$ cat config.mk
export PLATFORM = sky130hd
export DESIGN_NAME = polygonal_taper_filter_gain_top
export DESIGN_NICKNAME = d
export VERILOG_FILES = /design/src/sv/ptfg_pkg.sv /design/src/sv/ptfg_front.sv /design/src/sv/ptfg_queue.sv /design/src/sv/ptfg_back.sv /design/src/sv/polygonal_taper_filter_gain_top.sv
export SDC_FILE = /design/constraint.sdc
export NUM_CORES = 2
export LEC_CHECK = 0
export BUFFER_PORTS_ARGS = -buffer_cell sky130_fd_sc_hd__buf_2
export CORE_MARGIN = 8
export CORE_UTILIZATION = 30
export DETAILED_ROUTE_END_ITERATION = 10
export PLACE_DENSITY = 0.43
export SLEW_MARGIN = 10
export SYNTH_ARGS = -nofsm -noshare
export SYNTH_HDL_FRONTEND = slang
export SYNTH_SLANG_ARGS = --single-unit
$ cat constraint.sdc
create_clock -name clk -period 56.8 [get_ports clk]
set_input_delay 8.52 -clock clk [delete_from_list [all_inputs] [get_ports clk]]
set_output_delay 8.52 -clock clk [all_outputs]
set_load 0.1 [all_outputs]
$ cat src/sv/ptfg_pkg.sv
// Package for the polygonal taper filter gain block.
// Shared types, constants and the sin-squared table. No dependencies.
`default_nettype none
package ptfg_pkg;

  localparam int FFT_SIZE_DEF    = 1024;
  localparam int NUM_CORNERS_DEF = 4;
  localparam int QUEUE_DEPTH     = 4;
  localparam int DIV_STEPS       = 16;
  localparam int BIN_W           = 10;
  localparam int AMP_W           = 16;
  localparam int CFG_ADDR_W      = 3;
  localparam int SEG_W           = 11;

  localparam logic [CFG_ADDR_W-1:0] REG_CORNER_A = 3'd0;
  localparam logic [CFG_ADDR_W-1:0] REG_CORNER_B = 3'd1;
  localparam logic [CFG_ADDR_W-1:0] REG_CORNER_C = 3'd2;
  localparam logic [CFG_ADDR_W-1:0] REG_CORNER_D = 3'd3;
  localparam logic [CFG_ADDR_W-1:0] REG_AMP_A    = 3'd4;
  localparam logic [CFG_ADDR_W-1:0] REG_AMP_B    = 3'd5;
  localparam logic [CFG_ADDR_W-1:0] REG_AMP_C    = 3'd6;
  localparam logic [CFG_ADDR_W-1:0] REG_AMP_D    = 3'd7;

  typedef struct packed {
    logic [3:0][BIN_W-1:0] corner;
    logic [3:0][AMP_W-1:0] amp;
  } cfg_t;

  // One classified transaction: constant gain, or taper parameters.
  typedef struct packed {
    logic             taper;
    logic             hit;
    logic [AMP_W-1:0] val;
    logic [AMP_W-1:0] diff;
    logic [SEG_W-1:0] m;
    logic [SEG_W-1:0] d;
  } item_t;

  function automatic logic [16:0] sin2(input logic [5:0] k);
    logic [16:0] v;
    case (k)
      6'd0:  v = 17'd0;     6'd1:  v = 17'd158;   6'd2:  v = 17'd630;
      6'd3:  v = 17'd1411;  6'd4:  v = 17'd2494;  6'd5:  v = 17'd3869;
      6'd6:  v = 17'd5522;  6'd7:  v = 17'd7438;  6'd8:  v = 17'd9598;
      6'd9:  v = 17'd11980; 6'd10: v = 17'd14563; 6'd11: v = 17'd17321;
      6'd12: v = 17'd20228; 6'd13: v = 17'd23256; 6'd14: v = 17'd26375;
      6'd15: v = 17'd29556; 6'd16: v = 17'd32768; 6'd17: v = 17'd35980;
      6'd18: v = 17'd39161; 6'd19: v = 17'd42280; 6'd20: v = 17'd45308;
      6'd21: v = 17'd48215; 6'd22: v = 17'd50973; 6'd23: v = 17'd53556;
      6'd24: v = 17'd55938; 6'd25: v = 17'd58098; 6'd26: v = 17'd60014;
      6'd27: v = 17'd61667; 6'd28: v = 17'd63042; 6'd29: v = 17'd64125;
      6'd30: v = 17'd64906; 6'd31: v = 17'd65378;
      default: v = 17'd65536;
    endcase
    return v;
  endfunction

endpackage
`default_nettype wire

$ cat src/sv/ptfg_front.sv
// Front stage: clamps corners and picks the winning segment rule per bin.
// Depends on ptfg_pkg.
`default_nettype none
module ptfg_front #(
  parameter int FFT_SIZE    = ptfg_pkg::FFT_SIZE_DEF,
  parameter int NUM_CORNERS = ptfg_pkg::NUM_CORNERS_DEF
) (
  input  wire logic                        clk,
  input  wire logic                        rst_n,
  input  wire ptfg_pkg::cfg_t              cfg,
  input  wire logic                        in_push,
  input  wire logic [ptfg_pkg::BIN_W-1:0]  in_bin,
  output logic                             in_full,
  input  wire logic                        q_full,
  output logic                             q_push,
  output ptfg_pkg::item_t                  q_item
);

  localparam int NYQ = FFT_SIZE / 2;
  localparam int NC  = (NUM_CORNERS > 4) ? 4 : ((NUM_CORNERS < 2) ? 2 : NUM_CORNERS);

  logic            vld_r;
  ptfg_pkg::item_t item_r, item_nxt;

  always_comb begin
    logic [3:0][ptfg_pkg::BIN_W-1:0] k;
    logic [ptfg_pkg::BIN_W-1:0] lo, hi;
    logic [ptfg_pkg::AMP_W-1:0] a0, a1;
    logic [ptfg_pkg::SEG_W-1:0] start;
    logic in_seg, tapered;
    for (int j = 0; j < 4; j++) begin
      k[j] = (int'(cfg.corner[j]) > NYQ) ? ptfg_pkg::BIN_W'(NYQ) : cfg.corner[j];
    end
    item_nxt = '0;
    tapered  = 1'b0;
    if (in_bin < k[0]) begin
      item_nxt.hit = 1'b1;
      item_nxt.val = cfg.amp[0];
    end
    for (int s = 0; s < NC - 1; s++) begin
      lo     = k[s];
      hi     = k[s+1];
      a0     = cfg.amp[s];
      a1     = cfg.amp[s+1];
      in_seg = (in_bin >= lo) && (in_bin <= hi);
      start  = tapered ? ({1'b0, lo} + 11'd1) : {1'b0, lo};
      if (a0 != a1) begin
        tapered = 1'b1;
        if (in_seg) begin
          item_nxt.hit   = 1'b1;
          item_nxt.taper = 1'b1;
          item_nxt.val   = (a0 < a1) ? a0 : a1;
          item_nxt.diff  = (a0 < a1) ? (a1 - a0) : (a0 - a1);
          item_nxt.m     = (a0 < a1) ? ({1'b0, in_bin} - {1'b0, lo} + 11'd1)
                                     : ({1'b0, hi} - {1'b0, in_bin} + 11'd1);
          item_nxt.d     = {1'b0, hi} - {1'b0, lo} + 11'd2;
        end
      end else if (({1'b0, in_bin} >= start) && (in_bin <= hi)) begin
        item_nxt.hit   = 1'b1;
        item_nxt.taper = 1'b0;
        item_nxt.val   = a0;
      end
    end
    if ((in_bin > k[NC-1]) && (int'(in_bin) <= NYQ)) begin
      item_nxt.hit   = 1'b1;
      item_nxt.taper = 1'b0;
      item_nxt.val   = cfg.amp[NC-1];
    end
  end

  assign in_full = vld_r && q_full;
  assign q_push  = vld_r && !q_full;
  assign q_item  = item_r;

  always_ff @(posedge clk) begin
    if (!rst_n) begin
      vld_r <= 1'b0;
    end else if (!in_full) begin
      vld_r <= in_push;
    end
    if (!in_full && in_push) begin
      item_r <= item_nxt;
    end
  end

endmodule
`default_nettype wire

$ cat src/sv/ptfg_queue.sv
// Short fall-through queue between front and back stages.
// Depends on ptfg_pkg.
`default_nettype none
module ptfg_queue (
  input  wire logic            clk,
  input  wire logic            rst_n,
  input  wire logic            push,
  input  wire ptfg_pkg::item_t wr_item,
  output logic                 full,
  input  wire logic            pop,
  output logic                 empty,
  output ptfg_pkg::item_t      rd_item
);

  localparam int D  = ptfg_pkg::QUEUE_DEPTH;
  localparam int AW = $clog2(D);

  ptfg_pkg::item_t [D-1:0] ent_r;
  logic [AW-1:0] wp_r, rp_r;
  logic [AW:0]   cnt_r;
  logic          do_push, do_pop;

  assign full    = (int'(cnt_r) == D);
  assign empty   = (cnt_r == '0);
  assign do_push = push && !full;
  assign do_pop  = pop && !empty;
  assign rd_item = ent_r[rp_r];

  always_ff @(posedge clk) begin
    if (!rst_n) begin
      wp_r  <= '0;
      rp_r  <= '0;
      cnt_r <= '0;
    end else begin
      if (do_push) wp_r <= (int'(wp_r) == D - 1) ? '0 : wp_r + 1'b1;
      if (do_pop)  rp_r <= (int'(rp_r) == D - 1) ? '0 : rp_r + 1'b1;
      cnt_r <= cnt_r + (AW+1)'(do_push) - (AW+1)'(do_pop);
    end
    if (do_push) ent_r[wp_r] <= wr_item;
  end

`ifndef SYNTHESIS
  a_cnt_bound: assert property (@(posedge clk) disable iff (!rst_n) int'(cnt_r) <= D)
    else $error("queue count overflow");
  a_ptr_cnt: assert property (@(posedge clk) disable iff (!rst_n)
    (cnt_r == '0 || int'(cnt_r) == D) |-> (wp_r == rp_r))
    else $error("queue pointers disagree with count");
  a_cnt_step: assert property (@(posedge clk) disable iff (!rst_n)
    (do_push && !do_pop) |=> (cnt_r == $past(cnt_r) + 1'b1))
    else $error("queue count did not advance");
`endif

endmodule
`default_nettype wire

$ cat src/sv/ptfg_back.sv
// Back stage: pipelined phase divider, sin-squared interpolation, gain blend.
// Depends on ptfg_pkg.
`default_nettype none
module ptfg_back (
  input  wire logic            clk,
  input  wire logic            rst_n,
  input  wire logic            q_empty,
  input  wire ptfg_pkg::item_t q_item,
  output logic                 q_pop,
  output logic                 out_empty,
  input  wire logic            out_pop,
  output logic [15:0]          out_gain,
  output logic                 out_uncovered
);

  localparam int NS = ptfg_pkg::DIV_STEPS;

  typedef struct packed {
    logic            vld;
    ptfg_pkg::item_t it;
    logic [11:0]     r;
    logic [15:0]     q;
  } div_t;

  typedef struct packed {
    logic            vld;
    ptfg_pkg::item_t it;
    logic [16:0]     s2;
  } int_t;

  typedef struct packed {
    logic            vld;
    ptfg_pkg::item_t it;
    logic [32:0]     prod;
  } mul_t;

  div_t [NS:0] st_r, st_nxt;
  int_t        ip_r, ip_nxt;
  mul_t        mu_r, mu_nxt;
  logic        out_vld_r;
  logic [15:0] gain_r, gain_nxt;
  logic        unc_r;
  logic        adv;

  assign adv   = !out_vld_r || out_pop;
  assign q_pop = adv;

  always_comb begin
    logic [11:0] sh;
    logic [5:0]  idx;
    logic [16:0] t0, t1, dt;
    logic [22:0] dp;
    st_nxt[0].vld = !q_empty;
    st_nxt[0].it  = q_item;
    st_nxt[0].r   = {1'b0, q_item.m};
    st_nxt[0].q   = '0;
    for (int j = 1; j <= NS; j++) begin
      st_nxt[j] = st_r[j-1];
      sh = {st_r[j-1].r[10:0], 1'b0};
      if (sh >= {1'b0, st_r[j-1].it.d}) begin
        st_nxt[j].r = sh - {1'b0, st_r[j-1].it.d};
        st_nxt[j].q = {st_r[j-1].q[14:0], 1'b1};
      end else begin
        st_nxt[j].r = sh;
        st_nxt[j].q = {st_r[j-1].q[14:0], 1'b0};
      end
    end
    idx        = {1'b0, st_r[NS].q[15:11]};
    t0         = ptfg_pkg::sin2(idx);
    t1         = ptfg_pkg::sin2(idx + 6'd1);
    dt         = t1 - t0;
    dp         = 23'(dt[11:0]) * 23'(st_r[NS].q[10:0]);
    ip_nxt.vld = st_r[NS].vld;
    ip_nxt.it  = st_r[NS].it;
    ip_nxt.s2  = t0 + 17'(dp >> 11);
    mu_nxt.vld  = ip_r.vld;
    mu_nxt.it   = ip_r.it;
    mu_nxt.prod = 33'(ip_r.it.diff) * 33'(ip_r.s2);
    if (mu_r.it.taper) begin
      gain_nxt = mu_r.it.val + mu_r.prod[31:16];
    end else begin
      gain_nxt = mu_r.it.val;
    end
  end

  always_ff @(posedge clk) begin
    if (!rst_n) begin
      for (int j = 0; j <= NS; j++) st_r[j].vld <= 1'b0;
      ip_r.vld  <= 1'b0;
      mu_r.vld  <= 1'b0;
      out_vld_r <= 1'b0;
    end else if (adv) begin
      for (int j = 0; j <= NS; j++) st_r[j].vld <= st_nxt[j].vld;
      ip_r.vld  <= ip_nxt.vld;
      mu_r.vld  <= mu_nxt.vld;
      out_vld_r <= mu_r.vld;
    end
    if (adv) begin
      for (int j = 0; j <= NS; j++) begin
        st_r[j].it <= st_nxt[j].it;
        st_r[j].r  <= st_nxt[j].r;
        st_r[j].q  <= st_nxt[j].q;
      end
      ip_r.it   <= ip_nxt.it;
      ip_r.s2   <= ip_nxt.s2;
      mu_r.it   <= mu_nxt.it;
      mu_r.prod <= mu_nxt.prod;
      gain_r    <= gain_nxt;
      unc_r     <= !mu_r.it.hit;
    end
  end

  assign out_empty     = !out_vld_r;
  assign out_gain      = gain_r;
  assign out_uncovered = unc_r;

endmodule
`default_nettype wire

$ cat src/sv/polygonal_taper_filter_gain_top.sv
// Throughput: one transaction per cycle while no stall holds the pipe; the 16-stage phase divider is pipelined.
// Stalls on the result side freeze the back pipeline; the 4-entry queue absorbs them.
// Reset: synchronous active low; clears configuration to zero and empties the pipe.
// Top level: configuration registers, front, queue and back stages.
// Depends on ptfg_pkg, ptfg_front, ptfg_queue, ptfg_back.
`default_nettype none
module polygonal_taper_filter_gain_top #(
  parameter int FFT_SIZE    = ptfg_pkg::FFT_SIZE_DEF,
  parameter int NUM_CORNERS = ptfg_pkg::NUM_CORNERS_DEF
) (
  input  wire logic                             clk,
  input  wire logic                             rst_n,
  input  wire logic                             cfg_we,
  input  wire logic [ptfg_pkg::CFG_ADDR_W-1:0]  cfg_addr,
  input  wire logic [ptfg_pkg::AMP_W-1:0]       cfg_wdata,
  input  wire logic                             push,
  output logic                                  full,
  input  wire logic [ptfg_pkg::BIN_W-1:0]       in_bin_index,
  output logic                                  empty,
  input  wire logic                             pop,
  output logic [ptfg_pkg::AMP_W-1:0]            out_gain,
  output logic                                  out_uncovered
);

  ptfg_pkg::cfg_t  cfg_r;
  ptfg_pkg::item_t f_item, q_rd;
  logic            q_full, q_push, q_empty, q_pop;

  always_ff @(posedge clk) begin
    if (!rst_n) begin
      cfg_r <= '0;
    end else if (cfg_we) begin
      unique case (cfg_addr)
        ptfg_pkg::REG_CORNER_A: cfg_r.corner[0] <= cfg_wdata[ptfg_pkg::BIN_W-1:0];
        ptfg_pkg::REG_CORNER_B: cfg_r.corner[1] <= cfg_wdata[ptfg_pkg::BIN_W-1:0];
        ptfg_pkg::REG_CORNER_C: cfg_r.corner[2] <= cfg_wdata[ptfg_pkg::BIN_W-1:0];
        ptfg_pkg::REG_CORNER_D: cfg_r.corner[3] <= cfg_wdata[ptfg_pkg::BIN_W-1:0];
        ptfg_pkg::REG_AMP_A:    cfg_r.amp[0]    <= cfg_wdata;
        ptfg_pkg::REG_AMP_B:    cfg_r.amp[1]    <= cfg_wdata;
        ptfg_pkg::REG_AMP_C:    cfg_r.amp[2]    <= cfg_wdata;
        ptfg_pkg::REG_AMP_D:    cfg_r.amp[3]    <= cfg_wdata;
        default: ;
      endcase
    end
  end

  ptfg_front #(.FFT_SIZE(FFT_SIZE), .NUM_CORNERS(NUM_CORNERS)) u_front (
    .clk(clk), .rst_n(rst_n), .cfg(cfg_r),
    .in_push(push), .in_bin(in_bin_index), .in_full(full),
    .q_full(q_full), .q_push(q_push), .q_item(f_item)
  );

  ptfg_queue u_queue (
    .clk(clk), .rst_n(rst_n),
    .push(q_push), .wr_item(f_item), .full(q_full),
    .pop(q_pop), .empty(q_empty), .rd_item(q_rd)
  );

  ptfg_back u_back (
    .clk(clk), .rst_n(rst_n),
    .q_empty(q_empty), .q_item(q_rd), .q_pop(q_pop),
    .out_empty(empty), .out_pop(pop),
    .out_gain(out_gain), .out_uncovered(out_uncovered)
  );

endmodule
`default_nettype wire

# Word-level counts from Yosys, hierarchy flattened

Memory sizes are Yosys's and may differ from the RTL's. A register that Yosys moved wholly into a read port is not among the register bits.
Index checks and enable logic that the tools add are counted.

Register bits after elaboration: 1,701
Bits in read-only memories: 1,024
Bits of input ports: 34
Output and inout bits: 19
Memories kept: 2

$add $sub $neg: 49
Multiply operators: 2
Order comparisons: 38
Equality and inequality tests: 13
Muxes and demuxes: 57
Reductions and logical operators: 29

Memories:

| memory          | words | width | rd ports | clocked after memory_dff | wr ports | line           | RTL |
|---|---|---|---|---|---|---|---|
| (no name shown) | 32    | 16    | 1        | 1                        | 0        | ptfg_pkg.sv:41 | `case (k)` |
| (no name shown) | 32    | 16    | 1        | 0                        | 0        | ptfg_pkg.sv:41 |  |

Operators with widths:

| operator                                                        | number |
|---|---|
| 27-bit two-way mux                                              | 15 |
| 56-bit two-way mux                                              | 5 |
| 224-bit bitwise mux                                             | 1 |
| 12-bit by 11-bit greater-or-equal comparator with 1-bit output  | 16 |
| 11-bit subtractor                                               | 15 |
| 16-bit two-way mux                                              | 8 |
| 38-bit two-way mux                                              | 3 |
| 56-bit binary-select mux with 2-bit select                      | 1 |
| 56-bit demux with 2-bit select                                  | 1 |
| 10-bit by 10-bit subtractor with 11-bit output                  | 9 |
| 16-bit subtractor                                               | 6 |
| 18-bit two-way mux                                              | 5 |
| 11-bit by 1-bit adder with 11-bit output, second input constant | 6 |
| 11-bit two-way mux                                              | 5 |
| 16-bit < comparator                                             | 3 |
| 16-bit inequality test                                          | 3 |
| 10-bit greater-or-equal comparator                              | 4 |
| 10-bit greater-than comparator, second input constant           | 4 |
| 10-bit two-way mux                                              | 4 |
| 17-bit two-way mux                                              | 2 |
| 11-bit by 2-bit adder with 11-bit output, second input constant | 3 |
| 16-bit by 17-bit multiplier with 32-bit output                  | 1 |
| 10-bit less-or-equal comparator                                 | 3 |
| 12-bit by 11-bit multiplier with 23-bit output                  | 1 |
| other kinds (27)                                                | 64 |

# Depth between registers and ports, before layout

Depth in word-level cells: 12
Mapped depth: 48
Gate-level depth less buffers: 45

# Hierarchy

Synthesis repeated with hierarchy kept, for this count alone.

Cell total of the unflattened synthesis: 7,239
Area, all modules: 88,084.5 µm²

By module, submodules not included:

| module                          | instances | cells each | area each (µm²) |
|---|---|---|---|
| ptfg_back                       | 1         | 4,693      | 61,218.7 |
| ptfg_front                      | 1         | 1,843      | 14,545.2 |
| ptfg_queue                      | 1         | 343        | 8,544.4 |
| polygonal_taper_filter_gain_top | 1         | 360        | 3,776.1 |

# Worst setup path after synthesis

Ideal clock, no wire load.

Path type: input -> register
From: input pop
To: register u_back.st_r (netlist bit u_back.ip_nxt[39]), enable pin
Setup time: 1.982 ns
Arrival: 40.608 ns
Required time: 54.818 ns
Slack: 14.209 ns
Stages: 4
Path buffers: 2
Path through: nor2_1 > clkinv_1 > clkbuf_1 > buf_1

Longest elaborated chain between the ends: 1

RTL lines:

| what               | line                                  | RTL |
|---|---|---|
| start: declaration | polygonal_taper_filter_gain_top.sv:20 | `input wire logic pop,` |
| 1-bit logical OR   | ptfg_back.sv:45                       | `assign adv = !out_vld_r \|\| out_pop;` |
| end: declaration   | ptfg_back.sv:37                       | `div_t [NS:0] st_r, st_nxt;` |

No other way between the ends.
A chain may end at the register's enable or synchronous reset.

==> summary.txt <==
Timing
  • Setup TNS: 0 ns
  • RSZ-0062 raised after global routing: false
  • Crit path time final: 12.38 ns
  • Final Max Slew Viols: 0
  • Setup Viol. Count Final: 0
  • Final Cycle Share: 0.218
  • FMAX: 0.0808 GHz
  • Least-Margin Pin Slew: 1.31 ns
  • Skew final: 0.0561 ns
  • Slew HR: 0.123
  • Final Hold Viols: 0

Clock tree
  • Cts hold-fix bufs: 0
  • Clock sinks: 1,596
  • Clk Latency, worst-skew pair: 0.83 ns
  • Post-CTS setup buffer count: 0
  • Post-cts sizing count: 0
  • H-tree levels: 4
  • CTS clk-pin slew, worst paths: 0.06 ns
  • TritonCTS clock tree: yes
  • TritonCTS Buffers: 189
  • Maximum clock path buffer count: 4
  • Clock root cell: clkbuf_16

Setup path
  • Crit start category: input port
  • Critical-path cell list: buf_2, inv_1, ha_1, nand4_1, nor4_1, o22a_1, nand2b_1, nand2b_1, nor2_1, o211a_1, a311oi_1, o21ai_1
  • Crit path top cell by count: nand2b_1
  • Worst Path Max Fanout: 28
  • CP max stage delay: 0.95 ns
  • Critical path capture point type: register
  • Crit path DAT: 12.90 ns
  • Worst path slowest cell: o22a_1
  • Worst path required time: 57.31 ns
  • Worst setup path class: input port to register

Synth
  • Seq cells post-synth: 1,596
  • Synthesized area: 0.0880 mm2
  • Cells after synthesis: 7,304
  • Post-synth cell types: 82
  • Post-synthesis sequential area ratio: 0.528
  • Syn avg cell area: 12.0 um2
  • Yosys top cell by area: edfxtp_1
  • Top post-synthesis cells by area: edfxtp_1 (49%), ha_1 (9.8%), fa_1 (7.8%)
  • Number of synthesized flops with an enable pin: 1,448
  • Primary FF master, synth: edfxtp_1
  • YS warnings: 0
  • Yosys top cell area share: 0.494
  • FFs w/ async S/R, synth: 0
  • Post-Syn Nets: 8,372

Placed design
  • DP HPWL: 145,000 um
  • Number of I/O port buffers: 52
  • RePlAce Congestion: 0.869

Finish
  • Final #Nets: 8,436
  • Sequential cell area: 0.0465 mm2
  • Fill count: 29,100
  • Multi-input gate area: 0.0374 mm2
  • Synth-to-Final Area Change: 12.1%
  • Layout cell share with drive strength beyond 1: 0.0835

Floorplan
  • Die footprint: 0.311 mm2
  • Row Count: 199
  • Die W: 558 um
  • I/O pins: 53
  • Starting Density: 0.301
  • Core ar.: 0.293 mm2
  • Die Ht: 558 um

Route
  • First-iteration detailed-routing DRC count: 3,009
  • # DRC: 0
  • WL/cell: 17.7 um
  • Drt total wl: 202,000 um
  • Via-to-Cell Ratio: 4.65
  • DRT Pass-1 Iters: 5
  • Vias post-DR: 53,200
  • DRT antenna net count: 0

GRT
  • Number of global-route vias before repair: 55,400
  • Gr usage total: 0.128
  • Pin count of the biggest net entering global routing: 193
  • First-pass GRT wire length: 316,000 um
  • GRT Residual Overflow: 0
  • Initial antenna violation count: 2

Job
  • Maxcap violations: 0

Hold path
  • Worst Hold Class: register to register

Status
  • Status: completed
synth_stat cells, types with 40 or more instances:
master       n
a21o_1      62
fa_1       343
mux4_2      56
xnor2_1    130
a21oi_1    274
o21ai_0    249
dfxtp_1    148
nand4_1     57
mux2_2     152
mux2i_1     66
xor2_1      70
a21boi_0   205
nand3_1     49
clkbuf_1   172
o21ai_1     40
nor2b_1     88
and2_1     181
o211ai_1    41
nor2_1     393
ha_1       691
inv_1      892
a211oi_1    45
nor3_1      65
edfxtp_1  1448
nand2_1    872
routing by layer:
metal | global-route usage | part of all wire | up-vias | routed length, um
met3 | 0.0190 | 0.039 | 329 | 7850
met1 | 0.167 | 0.46 | 26200 | 92200
met4 | 0.0392 | 0.032 | 2 | 6440
li1 | - | - | 25700 | -
met2 | 0.219 | 0.47 | 940 | 95600
met5 | 0 | 0.000059 | - | 12
state kept, by name, summed over array words and instances (netlist names), 2 cells and up, named ones only:
register         cells
u_back.ip_nxt       35
u_back.st_r        312
u_front.q_item      56
u_back.out_gain     16
u_queue.wp_r         2
u_back.st_nxt      736
u_back.ip_r         52
u_back.mu_r         35
cfg_r              104
u_queue.cnt_r        3
u_queue.ent_r      224
u_queue.rp_r         2
stage by stage:
step,std cells,util,instance area [um2],hold WS [ns],setup slack (ns)
after detailed placement,11100,0.317,92800,0.405,43.53
after floorplan,7304,-,88000,0.400,14.21
after global placement,11100,0.317,92800,0.400,43.58
after CTS,11400,0.337,98600,0.387,44.43
final,11400,0.337,98700,0.393,44.42
after global routing,11400,0.337,98700,0.398,44.00
kinds of logic (layout without fill, tap and decap cells):
group | count (synthesis) | count (layout) | share of synthesized area
fa+ha+maj | 1034 | 1034 | 0.176
xor+xnor | 200 | 200 | 0.0199
compound gates | 1244 | 1244 | 0.0924
mux | 274 | 274 | 0.0413
other cells | 0 | 4 | 0
simple gates | 1832 | 1832 | 0.0938
buf+inv | 1124 | 1329 | 0.0486
flops | 1596 | 1596 | 0.528
layout by cell type (no fill, tap or decap), types with 35 or more instances in the layout:
cell type / count
clkbuf_16: 190
mux4_2: 56
mux2i_1: 66
a21oi_1: 274
fa_1: 343
nor3_1: 64
a211oi_1: 45
dfxtp_1: 146
xnor2_1: 128
a21boi_0: 205
a221oi_1: 38
nor2b_1: 87
edfxtp_1: 1448
o211ai_1: 41
o21bai_1: 39
and2_1: 176
nand3_1: 49
buf_2: 52
o21a_1: 35
nand2_1: 871
nor2_1: 390
clkbuf_1: 40
o21ai_1: 39
a21o_1: 62
o21ai_0: 249
buf_4: 48
mux2_2: 152
inv_1: 892
ha_1: 691
nand4_1: 57
xor2_1: 70
path summary, 6_finish.rpt:
| check | startpoint | endpoint | slack [ns] | cells after the start |
|---|---|---|---|---|
| worst min-delay path | u_back.st_r[85]$_DFFE_PN_ | u_back.st_r[171]$_DFFE_PN_ | 0.39 | 0 |
| worst max-delay path | in_bin_index[3] | u_front.q_item[37]$_DFFE_PP_ | 44.42 | 12 |
| worst max register to register | u_back.st_r[1372]$_DFFE_PN_ | u_back.ip_r[15]$_DFFE_PN_ | 44.99 | 36 |
| worst min register to register | u_back.st_r[85]$_DFFE_PN_ | u_back.st_r[171]$_DFFE_PN_ | 0.39 | 0 |
worst max-delay path, delay by kind of cell:
kind	cells	cell delay [ns]
fa+ha+maj	1	0.40
simple gates	5	1.96
buf+inv	2	0.50
compound gates	4	1.48
layout make-up:
cell class,count,share of cell area
multi-input combinational,4584,0.379
timing repair buffer,103,0.00690
clock inverter,99,0.00950
inverter,894,0.0341
sequential,1596,0.471
antenna,4,0.000101
tap,3919,0.0497
clock buffer,233,0.0501
Power is not shown: default switching activity piles up to over one toggle a cycle in this logic, so the estimate is an artifact.
